[src/rtl/humidity_to_pointer_angle_unit_defines.svh]
// Assertion macros shared by the humidity to pointer angle RTL.
// No dependencies; included by files that carry concurrent checks.
`ifndef HUMIDITY_TO_POINTER_ANGLE_UNIT_DEFINES_SVH
`define HUMIDITY_TO_POINTER_ANGLE_UNIT_DEFINES_SVH

// same-cycle implication, disabled during reset
`define HTPA_ASSERT_IMP(label, clk, rst_n, ante, cons) \
    label: assert property (@(posedge clk) disable iff (!rst_n) (ante) |-> (cons)) \
        else $error("htpa assertion failed");

// next-cycle implication, disabled during reset
`define HTPA_ASSERT_NXT(label, clk, rst_n, ante, cons) \
    label: assert property (@(posedge clk) disable iff (!rst_n) (ante) |=> (cons)) \
        else $error("htpa assertion failed");

`endif

[src/rtl/htpa_pkg.sv]
// Package for the humidity to pointer angle unit: tables, queue sizes, work item type.
// No dependencies.
`default_nettype none

package htpa_pkg;

    localparam int MAX_POINTS = 16;
    localparam int NUM_ROWS   = 5;
    localparam int ROW_W      = 3;
    localparam int HUM_W      = 7;
    localparam int ANG_W      = 8;
    localparam int DIV_STEPS  = 8;
    localparam int MID_DEPTH  = 4;
    localparam int OUT_DEPTH  = 16;

    localparam logic [ROW_W-1:0] ROW_MAX   = 3'd4;
    localparam logic [ROW_W-1:0] ROW_YEAR  = 3'd0;
    localparam logic [ANG_W-1:0] ANGLE_MAX = 8'd180;

    // breakpoints per season row, entries past the ninth are zero
    localparam logic [HUM_W-1:0] BP_TABLE [NUM_ROWS][MAX_POINTS] = '{
        '{7'd13, 7'd40, 7'd48, 7'd66, 7'd81, 7'd89, 7'd93, 7'd96, 7'd100,
          7'd0, 7'd0, 7'd0, 7'd0, 7'd0, 7'd0, 7'd0},
        '{7'd13, 7'd32, 7'd37, 7'd50, 7'd70, 7'd86, 7'd93, 7'd96, 7'd100,
          7'd0, 7'd0, 7'd0, 7'd0, 7'd0, 7'd0, 7'd0},
        '{7'd13, 7'd37, 7'd42, 7'd53, 7'd69, 7'd83, 7'd93, 7'd96, 7'd100,
          7'd0, 7'd0, 7'd0, 7'd0, 7'd0, 7'd0, 7'd0},
        '{7'd13, 7'd49, 7'd60, 7'd75, 7'd83, 7'd93, 7'd95, 7'd97, 7'd100,
          7'd0, 7'd0, 7'd0, 7'd0, 7'd0, 7'd0, 7'd0},
        '{7'd13, 7'd64, 7'd69, 7'd79, 7'd86, 7'd93, 7'd96, 7'd98, 7'd100,
          7'd0, 7'd0, 7'd0, 7'd0, 7'd0, 7'd0, 7'd0}
    };

    localparam logic [ANG_W-1:0] ANG_TABLE [MAX_POINTS] = '{
        8'd0, 8'd9, 8'd19, 8'd47, 8'd95, 8'd142, 8'd171, 8'd180, 8'd180,
        8'd0, 8'd0, 8'd0, 8'd0, 8'd0, 8'd0, 8'd0
    };

    // classified reading, handed from front to back
    typedef struct packed {
        logic             clipped;  // below first breakpoint
        logic             above;    // past last breakpoint
        logic [HUM_W-1:0] hd;       // reading minus lower breakpoint
        logic [ANG_W-1:0] da;       // angle span of segment
        logic [HUM_W-1:0] dw;       // breakpoint span, never zero
        logic [ANG_W-1:0] a0;       // lower angle
    } t_work;

endpackage

`default_nettype wire

[src/rtl/htpa_fifo.sv]
// Small synchronous FIFO with registered storage and head read-through.
// No dependencies.
`default_nettype none

module htpa_fifo #(
    parameter int WIDTH = 8,
    parameter int DEPTH = 4
) (
    input  wire logic             i_clk,
    input  wire logic             i_rst_n,
    input  wire logic             i_wr,
    input  wire logic [WIDTH-1:0] i_wdata,
    output logic                  o_full,
    input  wire logic             i_rd,
    output logic      [WIDTH-1:0] o_rdata,
    output logic                  o_empty
);

    localparam int AW = (DEPTH > 1) ? $clog2(DEPTH) : 1;
    localparam int CW = $clog2(DEPTH + 1);

    logic [WIDTH-1:0] r_mem [DEPTH];
    logic [AW-1:0]    r_wptr, n_wptr;
    logic [AW-1:0]    r_rptr, n_rptr;
    logic [CW-1:0]    r_count, n_count;
    logic             wr_en, rd_en;

    assign o_full  = (r_count == CW'(DEPTH));
    assign o_empty = (r_count == '0);
    assign o_rdata = r_mem[r_rptr];
    assign wr_en   = i_wr && !o_full;
    assign rd_en   = i_rd && !o_empty;

    always_comb begin
        n_wptr  = r_wptr;
        n_rptr  = r_rptr;
        if (wr_en) begin
            n_wptr = (r_wptr == AW'(DEPTH - 1)) ? '0 : r_wptr + 1'b1;
        end
        if (rd_en) begin
            n_rptr = (r_rptr == AW'(DEPTH - 1)) ? '0 : r_rptr + 1'b1;
        end
        n_count = r_count + CW'(wr_en) - CW'(rd_en);
    end

    always_ff @(posedge i_clk) begin
        if (!i_rst_n) begin
            r_wptr  <= '0;
            r_rptr  <= '0;
            r_count <= '0;
        end else begin
            r_wptr  <= n_wptr;
            r_rptr  <= n_rptr;
            r_count <= n_count;
        end
    end

    always_ff @(posedge i_clk) begin
        if (wr_en) begin
            r_mem[r_wptr] <= i_wdata;
        end
    end

endmodule

`default_nettype wire

[src/rtl/htpa_front.sv]
// Front end: segment search over the breakpoint row, output register with handshake.
// Depends on htpa_pkg.
`default_nettype none

module htpa_front
    import htpa_pkg::*;
#(
    parameter int NUM_BREAKPOINTS = 9
) (
    input  wire logic             i_clk,
    input  wire logic             i_rst_n,
    input  wire logic             i_valid,
    output logic                  o_ready,
    input  wire logic [HUM_W-1:0] i_humidity,
    input  wire logic [ROW_W-1:0] i_season,
    output logic                  o_valid,
    input  wire logic             i_ready,
    output t_work                 o_work
);

    logic [ROW_W-1:0] row;
    logic [HUM_W-1:0] row_bp [MAX_POINTS];
    logic             found;
    logic             degen;
    logic [HUM_W-1:0] w0, w1;
    logic [ANG_W-1:0] a0, a1;
    t_work            work;
    logic             r_valid;
    t_work            r_work;

    // unused season codes fall back to the whole-year row
    assign row    = (i_season <= ROW_MAX) ? i_season : ROW_YEAR;
    assign row_bp = BP_TABLE[row];

    always_comb begin
        found = 1'b0;
        w0    = '0;
        w1    = '0;
        a0    = '0;
        a1    = '0;
        for (int i = 0; i < NUM_BREAKPOINTS - 1; i++) begin
            if (!found && (i_humidity <= row_bp[i + 1])) begin
                found = 1'b1;
                w0    = row_bp[i];
                w1    = row_bp[i + 1];
                a0    = ANG_TABLE[i];
                a1    = ANG_TABLE[i + 1];
            end
        end
        degen        = (w1 <= w0);
        work.clipped = (i_humidity < row_bp[0]);
        work.above   = !found;
        if (degen || !found) begin
            // zero-width segment lands on its upper angle; with no segment found that angle is zero
            work.hd = '0;
            work.da = '0;
            work.dw = HUM_W'(1);
            work.a0 = a1;
        end else begin
            work.hd = i_humidity - w0;
            work.da = a1 - a0;
            work.dw = w1 - w0;
            work.a0 = a0;
        end
    end

    assign o_ready = !r_valid || i_ready;
    assign o_valid = r_valid;
    assign o_work  = r_work;

    always_ff @(posedge i_clk) begin
        if (!i_rst_n) begin
            r_valid <= 1'b0;
        end else if (o_ready) begin
            r_valid <= i_valid;
        end
    end

    always_ff @(posedge i_clk) begin
        if (o_ready && i_valid) begin
            r_work <= work;
        end
    end

endmodule

`default_nettype wire

[src/rtl/htpa_back.sv]
// Back end: multiply, eight-step restoring divide pipeline, rounding and clamp.
// Depends on htpa_pkg. Free-running; the caller bounds issue by output space.
`default_nettype none

module htpa_back
    import htpa_pkg::*;
(
    input  wire logic             i_clk,
    input  wire logic             i_rst_n,
    input  wire logic             i_valid,
    input  wire t_work            i_work,
    output logic                  o_valid,
    output logic      [ANG_W-1:0] o_angle,
    output logic                  o_clipped
);

    localparam int PROD_W = HUM_W + ANG_W;

    typedef struct packed {
        logic              clipped;
        logic              above;
        logic [PROD_W-1:0] rem;
        logic [ANG_W-1:0]  q;
        logic [HUM_W-1:0]  dw;
        logic [ANG_W-1:0]  a0;
    } t_div;

    t_div                r_div [DIV_STEPS + 1];
    t_div                n_div [DIV_STEPS + 1];
    logic                r_vld [DIV_STEPS + 1];
    logic [PROD_W-1:0]   sub   [DIV_STEPS + 1];
    logic                adj;
    logic signed [10:0]  base;
    logic [ANG_W-1:0]    angle;
    logic                r_ovld;
    logic [ANG_W-1:0]    r_angle;
    logic                r_clipped;

    // stage 0: product (h - w0) * da; stages 1..8: one quotient bit each
    always_comb begin
        n_div[0].clipped = i_work.clipped;
        n_div[0].above   = i_work.above;
        n_div[0].rem     = PROD_W'(i_work.hd) * PROD_W'(i_work.da);
        n_div[0].q       = '0;
        n_div[0].dw      = i_work.dw;
        n_div[0].a0      = i_work.a0;
        sub[0]           = '0;
        for (int k = 1; k <= DIV_STEPS; k++) begin
            n_div[k] = r_div[k - 1];
            sub[k]   = PROD_W'(r_div[k - 1].dw) << (DIV_STEPS - k);
            if (r_div[k - 1].rem >= sub[k]) begin
                n_div[k].rem                = r_div[k - 1].rem - sub[k];
                n_div[k].q[DIV_STEPS - k]   = 1'b1;
            end
        end
    end

    // floor(180.5 - a0 - q - rem/dw): drop one more when the fraction exceeds one half
    always_comb begin
        adj  = ({r_div[DIV_STEPS].rem, 1'b0} > (PROD_W + 1)'(r_div[DIV_STEPS].dw));
        base = 11'sd180 - $signed({3'b000, r_div[DIV_STEPS].a0})
                        - $signed({3'b000, r_div[DIV_STEPS].q})
                        - $signed({10'd0, adj});
        if (r_div[DIV_STEPS].clipped) begin
            angle = ANGLE_MAX;
        end else if (r_div[DIV_STEPS].above || base < 0) begin
            angle = '0;
        end else begin
            angle = base[ANG_W-1:0];
        end
    end

    always_ff @(posedge i_clk) begin
        if (!i_rst_n) begin
            for (int k = 0; k <= DIV_STEPS; k++) begin
                r_vld[k] <= 1'b0;
            end
            r_ovld <= 1'b0;
        end else begin
            r_vld[0] <= i_valid;
            for (int k = 1; k <= DIV_STEPS; k++) begin
                r_vld[k] <= r_vld[k - 1];
            end
            r_ovld <= r_vld[DIV_STEPS];
        end
    end

    always_ff @(posedge i_clk) begin
        for (int k = 0; k <= DIV_STEPS; k++) begin
            r_div[k] <= n_div[k];
        end
        r_angle   <= angle;
        r_clipped <= r_div[DIV_STEPS].clipped;
    end

    assign o_valid   = r_ovld;
    assign o_angle   = r_angle;
    assign o_clipped = r_clipped;

endmodule

`default_nettype wire

[src/rtl/humidity_to_pointer_angle_unit.sv]
// An accepted reading passes front register, mid queue, back end and output queue,
// whose head drives the result ports. One reading per cycle is sustained while
// results are popped; the output queue (16 entries) and issue credits cover the
// multiply/divide pipeline. Reset, synchronous and active low, clears queues and
// pipeline valids, sets credits full and season to the whole-year row. No clearing
// pass. Depends on htpa_pkg, htpa_front, htpa_fifo, htpa_back and the defines header.
`default_nettype none
`include "humidity_to_pointer_angle_unit_defines.svh"

module humidity_to_pointer_angle_unit
    import htpa_pkg::*;
#(
    parameter int NUM_BREAKPOINTS = 9
) (
    input  wire logic             i_clk,
    input  wire logic             i_rst_n,
    input  wire logic             push,
    output logic                  full,
    input  wire logic [HUM_W-1:0] i_humidity,
    output logic                  empty,
    input  wire logic             pop,
    output logic      [ANG_W-1:0] o_angle,
    output logic                  o_clipped,
    input  wire logic             i_cfg_valid,
    output logic                  o_cfg_ready,
    input  wire logic [ROW_W-1:0] i_cfg_data
);

    localparam int WORK_W   = $bits(t_work);
    localparam int RES_W    = ANG_W + 1;
    localparam int CREDIT_W = $clog2(OUT_DEPTH + 1);

    logic [ROW_W-1:0]    r_season;
    logic                front_ready;
    logic                front_valid;
    t_work               front_work;
    logic                mid_full;
    logic                mid_empty;
    logic [WORK_W-1:0]   mid_head;
    logic                issue;
    logic                back_valid;
    logic [ANG_W-1:0]    back_angle;
    logic                back_clipped;
    logic                out_full;
    logic [RES_W-1:0]    out_head;
    logic                pop_acc;
    logic [CREDIT_W-1:0] r_credit, n_credit;

    assign o_cfg_ready = 1'b1;

    always_ff @(posedge i_clk) begin
        if (!i_rst_n) begin
            r_season <= ROW_YEAR;
        end else if (i_cfg_valid) begin
            r_season <= i_cfg_data;
        end
    end

    htpa_front #(
        .NUM_BREAKPOINTS (NUM_BREAKPOINTS)
    ) u_front (
        .i_clk      (i_clk),
        .i_rst_n    (i_rst_n),
        .i_valid    (push),
        .o_ready    (front_ready),
        .i_humidity (i_humidity),
        .i_season   (r_season),
        .o_valid    (front_valid),
        .i_ready    (!mid_full),
        .o_work     (front_work)
    );

    assign full = !front_ready;

    htpa_fifo #(
        .WIDTH (WORK_W),
        .DEPTH (MID_DEPTH)
    ) u_mid_q (
        .i_clk   (i_clk),
        .i_rst_n (i_rst_n),
        .i_wr    (front_valid),
        .i_wdata (front_work),
        .o_full  (mid_full),
        .i_rd    (issue),
        .o_rdata (mid_head),
        .o_empty (mid_empty)
    );

    // a transaction enters the back end only with an output slot reserved for it
    assign issue    = !mid_empty && (r_credit != '0);
    assign pop_acc  = pop && !empty;
    assign n_credit = r_credit - CREDIT_W'(issue) + CREDIT_W'(pop_acc);

    always_ff @(posedge i_clk) begin
        if (!i_rst_n) begin
            r_credit <= CREDIT_W'(OUT_DEPTH);
        end else begin
            r_credit <= n_credit;
        end
    end

    htpa_back u_back (
        .i_clk     (i_clk),
        .i_rst_n   (i_rst_n),
        .i_valid   (issue),
        .i_work    (t_work'(mid_head)),
        .o_valid   (back_valid),
        .o_angle   (back_angle),
        .o_clipped (back_clipped)
    );

    htpa_fifo #(
        .WIDTH (RES_W),
        .DEPTH (OUT_DEPTH)
    ) u_out_q (
        .i_clk   (i_clk),
        .i_rst_n (i_rst_n),
        .i_wr    (back_valid),
        .i_wdata ({back_angle, back_clipped}),
        .o_full  (out_full),
        .i_rd    (pop),
        .o_rdata (out_head),
        .o_empty (empty)
    );

    assign o_angle   = out_head[RES_W-1:1];
    assign o_clipped = out_head[0];

    `HTPA_ASSERT_IMP(a_out_no_overflow, i_clk, i_rst_n, back_valid, !out_full)
    `HTPA_ASSERT_IMP(a_clipped_at_max, i_clk, i_rst_n, !empty && o_clipped,
                     o_angle == ANGLE_MAX)
    `HTPA_ASSERT_IMP(a_angle_range, i_clk, i_rst_n, !empty, o_angle <= ANGLE_MAX)
    `HTPA_ASSERT_IMP(a_credit_bound, i_clk, i_rst_n, 1'b1,
                     r_credit <= CREDIT_W'(OUT_DEPTH))
    `HTPA_ASSERT_NXT(a_credit_take, i_clk, i_rst_n, issue && !pop_acc,
                     r_credit == $past(r_credit) - 1'b1)

endmodule

`default_nettype wire
[config.mk]
export PLATFORM = sky130hd
export DESIGN_NAME = humidity_to_pointer_angle_unit
export DESIGN_NICKNAME = d
export VERILOG_FILES = /design/src/rtl/htpa_pkg.sv /design/src/rtl/htpa_fifo.sv /design/src/rtl/htpa_front.sv /design/src/rtl/htpa_back.sv /design/src/rtl/humidity_to_pointer_angle_unit.sv
export VERILOG_INCLUDE_DIRS = /design/src /design/src/rtl
export SDC_FILE = /design/constraint.sdc
export NUM_CORES = 1
export LEC_CHECK = 0
export BUFFER_PORTS_ARGS = -buffer_cell sky130_fd_sc_hd__buf_2
export CORE_MARGIN = 8
export CORE_UTILIZATION = 60
export DETAILED_ROUTE_END_ITERATION = 12
export GPL_ROUTABILITY_DRIVEN = 0
export HOLD_SLACK_MARGIN = 0.08
export MAX_ROUTING_LAYER = met4
export PLACE_DENSITY = 0.76
export SYNTH_ARGS = -nofsm -noshare
export SYNTH_HDL_FRONTEND = slang
export SYNTH_SLANG_ARGS = --single-unit
[constraint.sdc]
create_clock -name i_clk -period 6.7 [get_ports i_clk]
set_input_delay 0.67 -clock i_clk [delete_from_list [all_inputs] [get_ports i_clk]]
set_output_delay 0.67 -clock i_clk [all_outputs]
set_load 0.01 [all_outputs]
Word level (Yosys, flattened, before mapping)
Memories as Yosys holds them, arrays and structs flattened. A register that Yosys moved wholly into a read port is not among the register bits.
Cells that the tools add are included.
- $add $sub $neg: 24
- multipliers: 1
- order comparisons: 22
- eq/ne operators: 6
- muxes and demuxes: 82
- bitwise logic cells: 10
- reduce and logical (&&, ||, !) cells: 35
- operators by type and width (kind ; number):
    $mux 112 ; 2
    $mux 7 ; 18
    $mux 15 ; 7
    $mux 8 ; 9
    $le 7x7->1 ; 9
    $mux 1 ; 30
    $mux 4 ; 6
    $gt 16x7->1 ; 1
    $mux 16 ; 1
    $ge 15x10->1 ; 1
    $ge 15x11->1 ; 1
    $ge 15x12->1 ; 1
    $ge 15x13->1 ; 1
    $ge 15x14->1 ; 1
    $ge 15x7->1 ; 1
    $ge 15x8->1 ; 1
    $ge 15x9->1 ; 1
    $logic_not 1->1 ; 15
    $mul 7x8->15 ; 1
    $sub 15x10->15 ; 1
    $sub 15x11->15 ; 1
    $sub 15x12->15 ; 1
    $sub 15x13->15 ; 1
    $sub 15x14->15 ; 1
    34 further kinds ; 68
- register bits after elaboration: 70
- memory bits (writable): 641
- bits in read-only memories: 896
- bits of input ports: 15
- output and inout bits: 12
- word-level logic and storage cells: 203
- memories: 5
- memories (memory ; depth ; bits a word ; rd ports ; clocked after memory_dff ; wr ports ; line ; source):
    (name not given) ; 8 ; 112 ; 1 ; 0 ; 0 ; htpa_front.sv:33 ; assign row_bp = BP_TABLE[row];
    u_back.r_div ; 9 ; 40 ; 9 ; 0 ; 9 ; htpa_back.sv:28 ; t_div r_div [DIV_STEPS + 1];
    u_out_q.r_mem ; 16 ; 9 ; 1 ; 1 ; 1 ; htpa_fifo.sv:22 ; logic [WIDTH-1:0] r_mem [DEPTH];
    u_mid_q.r_mem ; 4 ; 32 ; 1 ; 1 ; 1 ; htpa_fifo.sv:22 ;
    u_back.r_vld ; 9 ; 1 ; 9 ; 1 ; 9 ; htpa_back.sv:30 ; logic r_vld [DIV_STEPS + 1];

Depth between registers and ports, before layout
- depth after elaboration: 32
- depth in mapped cells: 24
- gate-level depth less buffers: 22

Modules after synthesis
A second synthesis with hierarchy kept.
- cells, all modules: 2308
- area, all modules: 29469.5 um2
- modules (own cells, without submodules) (module ; times used ; cells each ; area an instance (um2) ; sequential area each (um2)):
    htpa_back ; 1 ; 1278 ; 13599.3 ; 6866.6
    htpa_fifo (u_out_q) ; 1 ; 329 ; 6471.2 ; 4664.5
    htpa_fifo (u_mid_q) ; 1 ; 220 ; 5143.7 ; 4023.9
    htpa_front ; 1 ; 431 ; 3781.1 ; 980.9
    humidity_to_pointer_angle_unit ; 1 ; 50 ; 474.2 ; 160.2

Worst setup path before layout
No wires, ideal clock.
- path type: flip-flop to flip-flop
- start: register r_season[2]
- end: register u_front.r_work, in the netlist u_front.o_work[0] (data pin)
- setup time: 260 ps
- arrival time: 5595 ps
- required time: 6440 ps
- setup slack: 845 ps
- cell stages (with the launch flop): 22
- path buffers: 3
- clock period less this slack: 5855 ps
- path through: dfxtp_1 > or3b_2 > clkbuf_1 > buf_1 > ha_1 > and4b_1 > a21boi_1 > o21a_1 > buf_4 > nand4_1 > nor2_1 > inv_1 > mux2i_1 > o311ai_0 > ha_1 > o21a_1 > o31a_1 > o31a_1 > o21a_1 > o22a_1 > nand2_1 > mux2_2
- RTL lines (item ; line ; source):
    start: declaration ; humidity_to_pointer_angle_unit.sv:33 ; logic [ROW_W-1:0] r_season;
    start signal: assignment ; humidity_to_pointer_angle_unit.sv:55 ; r_season <= i_cfg_data;
    end signal: assignment ; htpa_front.sv:81 ; r_work <= work;
    end: declaration ; htpa_front.sv:29 ; t_work r_work;

==> metrics <==
outcome=completed; Worst-path clk slew=0.06 ns; Cells after Synth=2246; Worst Path Arrival=6.65 ns; synthesized area per cell=12.9 sq um; Worst-Skew Late Latency=0.60 ns; DRT Pass-1 Iters=8; most common cell after layout, fill and taps aside=dfxtp_1; relative slew slack=25.3%; Seq/Total Area, Yosys=57.6%; Critical Path Source Type=flip-flop; Finished Layout Cells=2984; clk buf depth=3; H-tree depth=3; IO Port Bufs=25; Yosys cell types=86; Post-synth ARST share=0%; Site Rows=80; clock sinks=682; TritonCTS clock tree=done; ratio of cells with drive above 1 in the final layout=11.9%; Max Cap Viol=0; area grow syn2layout=11.0%; Tmin final=6.33 ns; register bit count reported by yosys=682; Final Setup Violations=0; largest net degree at the start of global routing=40; Via density=5.77; # diodes=0; routed len/inst=18.3 microns; Worst-Margin Slew=1.09 ns; Post-synth EDFFs=304; Max Clock Skew=0.0235 ns; Critical Path RT=7.01 ns; commonest cells after routing, fill and taps aside=dfxtp_1 (376), edfxtp_1 (304), inv_1 (201), ha_1 (190), nor2_1 (124); Cell Chain, Critical Path=nor2b_1 > ha_1 > nor2_2 > inv_1 > ha_1 > a21o_1 > a221o_1 > o21a_1 > nand4_1 > buf_4 > nor2_1 > inv_1 > mux2i_1 > o311ai_1 > ha_1 > o21a_1 > o31a_1 > o31a_1 > o21a_1 > o22a_1 > nand2_2 > buf_4 > mux2i_1; first-pass GRT wire length=89100 microns; fin nets=2564; initial antenna violation count=0; Synth Warn #=0; placed cells=2860; Primary FF master, synth=dfxtp_1; All-Layer GR Usage=20.2%; ANT nets after route=0; chip height=236 microns; Vias=17200; max frequency=158 MHz; Mapped Nets=2496; number of remaining DRC errors=0; initial core utilization=60.7%; CP Capture Type=flip-flop; die area=55600 sq um; horizontal die dimension=236 microns; WL final=54700 microns; clock root cell=clkbuf_16; CP max stage cell=o311ai_1; Hold Path Class=in -> reg; Crit Path Class=reg -> reg; CP Max Fanout=15; GRT overflow=0; vias in the first global route=18000; critical path's largest stage delay=0.42 ns; period utilisation layout=94.5%; unrepaired setup endpoints after global routing=false; setup bufs post-CTS=0; pins over their slew limit=0; final hold violation count=0; CTS Buf Count=67; initial detailed-routing violation count=1570; Std-Cell Core Area=47700 sq um; Cell Area, Synth=29000 sq um; I/O pin total=27; Post-DP HPWL=36100 microns
-- path summary, 6_finish.rpt --
path                                          start             endpoint  slack, ns  cells past startpoint
worst max-delay path                    r_season[1]    u_front.o_work[4]       0.37                     23
worst min-delay path                           push      u_front.o_valid       0.32                      2
worst max register to register          r_season[1]    u_front.o_work[4]       0.37                     23
worst min register to register  u_back.r_div[3][39]  u_back.r_div[4][39]       0.32                      0
-- per-stage QoR --
stage	hold slack, ns	TNS [ns]	util [%]	setup WS (ns)	area [sq um]
floorplan	0.310	0	-	0.845	29000
global placement	0.310	0	62.5	0.244	29900
detailed placement	0.312	-0.0232	62.5	-0.0202	29900
CTS	0.290	0	67.4	0.149	32200
global route	0.326	0	67.4	0.102	32200
finish	0.316	0	67.4	0.366	32200
-- cells in the mapped netlist (5+ instances only) --
library cell / instances / area (sq um)
nand4_1: 21 / 131
nand4b_1: 6 / 52.6
xnor2_1: 63 / 552
nand2_1: 115 / 432
nand3_1: 24 / 120
nand2b_1: 24 / 150
nor3_1: 38 / 190
a211oi_1: 10 / 75.1
nor2_1: 125 / 469
inv_1: 200 / 751
fa_1: 45 / 901
mux2i_1: 22 / 220
and3_1: 8 / 50.1
nand3b_1: 7 / 52.6
or3_1: 13 / 81.3
and2_1: 68 / 425
a2111oi_0: 5 / 43.8
o21a_1: 28 / 210
mux4_2: 77 / 1730
a21oi_1: 71 / 355
o31ai_1: 8 / 60.1
nor4_1: 16 / 100
or2_2: 5 / 31.3
ha_1: 190 / 2380
or4_1: 5 / 37.5
o22ai_1: 5 / 31.3
a21boi_0: 20 / 150
nor4b_1: 7 / 61.3
dfxtp_1: 378 / 7570
o21ai_0: 70 / 350
buf_1: 10 / 37.5
mux2_2: 25 / 282
a21o_1: 23 / 173
edfxtp_1: 304 / 9130
o211ai_1: 16 / 120
nor2b_1: 47 / 294
xor2_1: 31 / 272
a31oi_1: 6 / 37.5
clkbuf_1: 26 / 97.6
-- sequential cells by signal, indices dropped and copies added (netlist names), named ones only --
register	flops
r_credit	5
r_season	3
u_back.o_angle	8
u_back.o_clipped	1
u_back.o_valid	1
u_back.r_div	324
u_back.r_vld	9
u_front.o_valid	1
u_front.o_work	32
u_mid_q.r_count	3
u_mid_q.r_mem	128
u_mid_q.r_rptr	2
u_mid_q.r_wptr	2
u_out_q.r_count	5
u_out_q.r_mem	144
u_out_q.r_rptr	4
u_out_q.r_wptr	4
-- layout make-up --
cell class                 count  area (sq um)
tap                          615           769
fill                        3247         15600
sequential                   682         16700
clock buffer                  97          2050
timing repair buffer          43           273
inverter                     200           751
multi-input combinational   1320         11400
clock inverter                27           267
-- timing repair --
action,in CTS,in global routing
hold buffers,0,0
endpoints found under the setup margin,3,17
pin swaps,0,1
resized for setup,1,4
-- worst max-delay path, delay by kind of cell (launching register included) --
kind | cells | cell delay [ns]
adders and majority gates | 3 | 1.12
DFF | 1 | 0.36
buffers and inverters | 4 | 0.94
muxes | 2 | 0.22
AOI/OAI and AO/OA | 9 | 2.32
and+or+nand+nor | 5 | 1.08
-- cell families (layout without fill, tap and decap cells) --
logic type / count (synthesis) / after routing / synth area share [%]
buf+inv: 244 / 367 / 3.26
mux: 124 / 124 / 7.71
flops: 682 / 682 / 57.6
other cells: 1 / 1 / 0.0129
simple gates: 551 / 551 / 10.1
compound gates: 315 / 315 / 7.21
fa+ha+maj: 235 / 235 / 11.3
xor+xnor: 94 / 94 / 2.84
-- per-layer routing --
metal	routed length, microns	vias to the layer above	track usage (%)
li1	-	8208	-
met1	21600	8316	22.6
met2	28600	559	36.0
met3	2780	145	3.12
met4	1660	0	8.18
met5	0	-	-
Power is left out: the tool's default activity adds up to more than one toggle a clock period on the data nets, which glitch-free logic cannot reach.
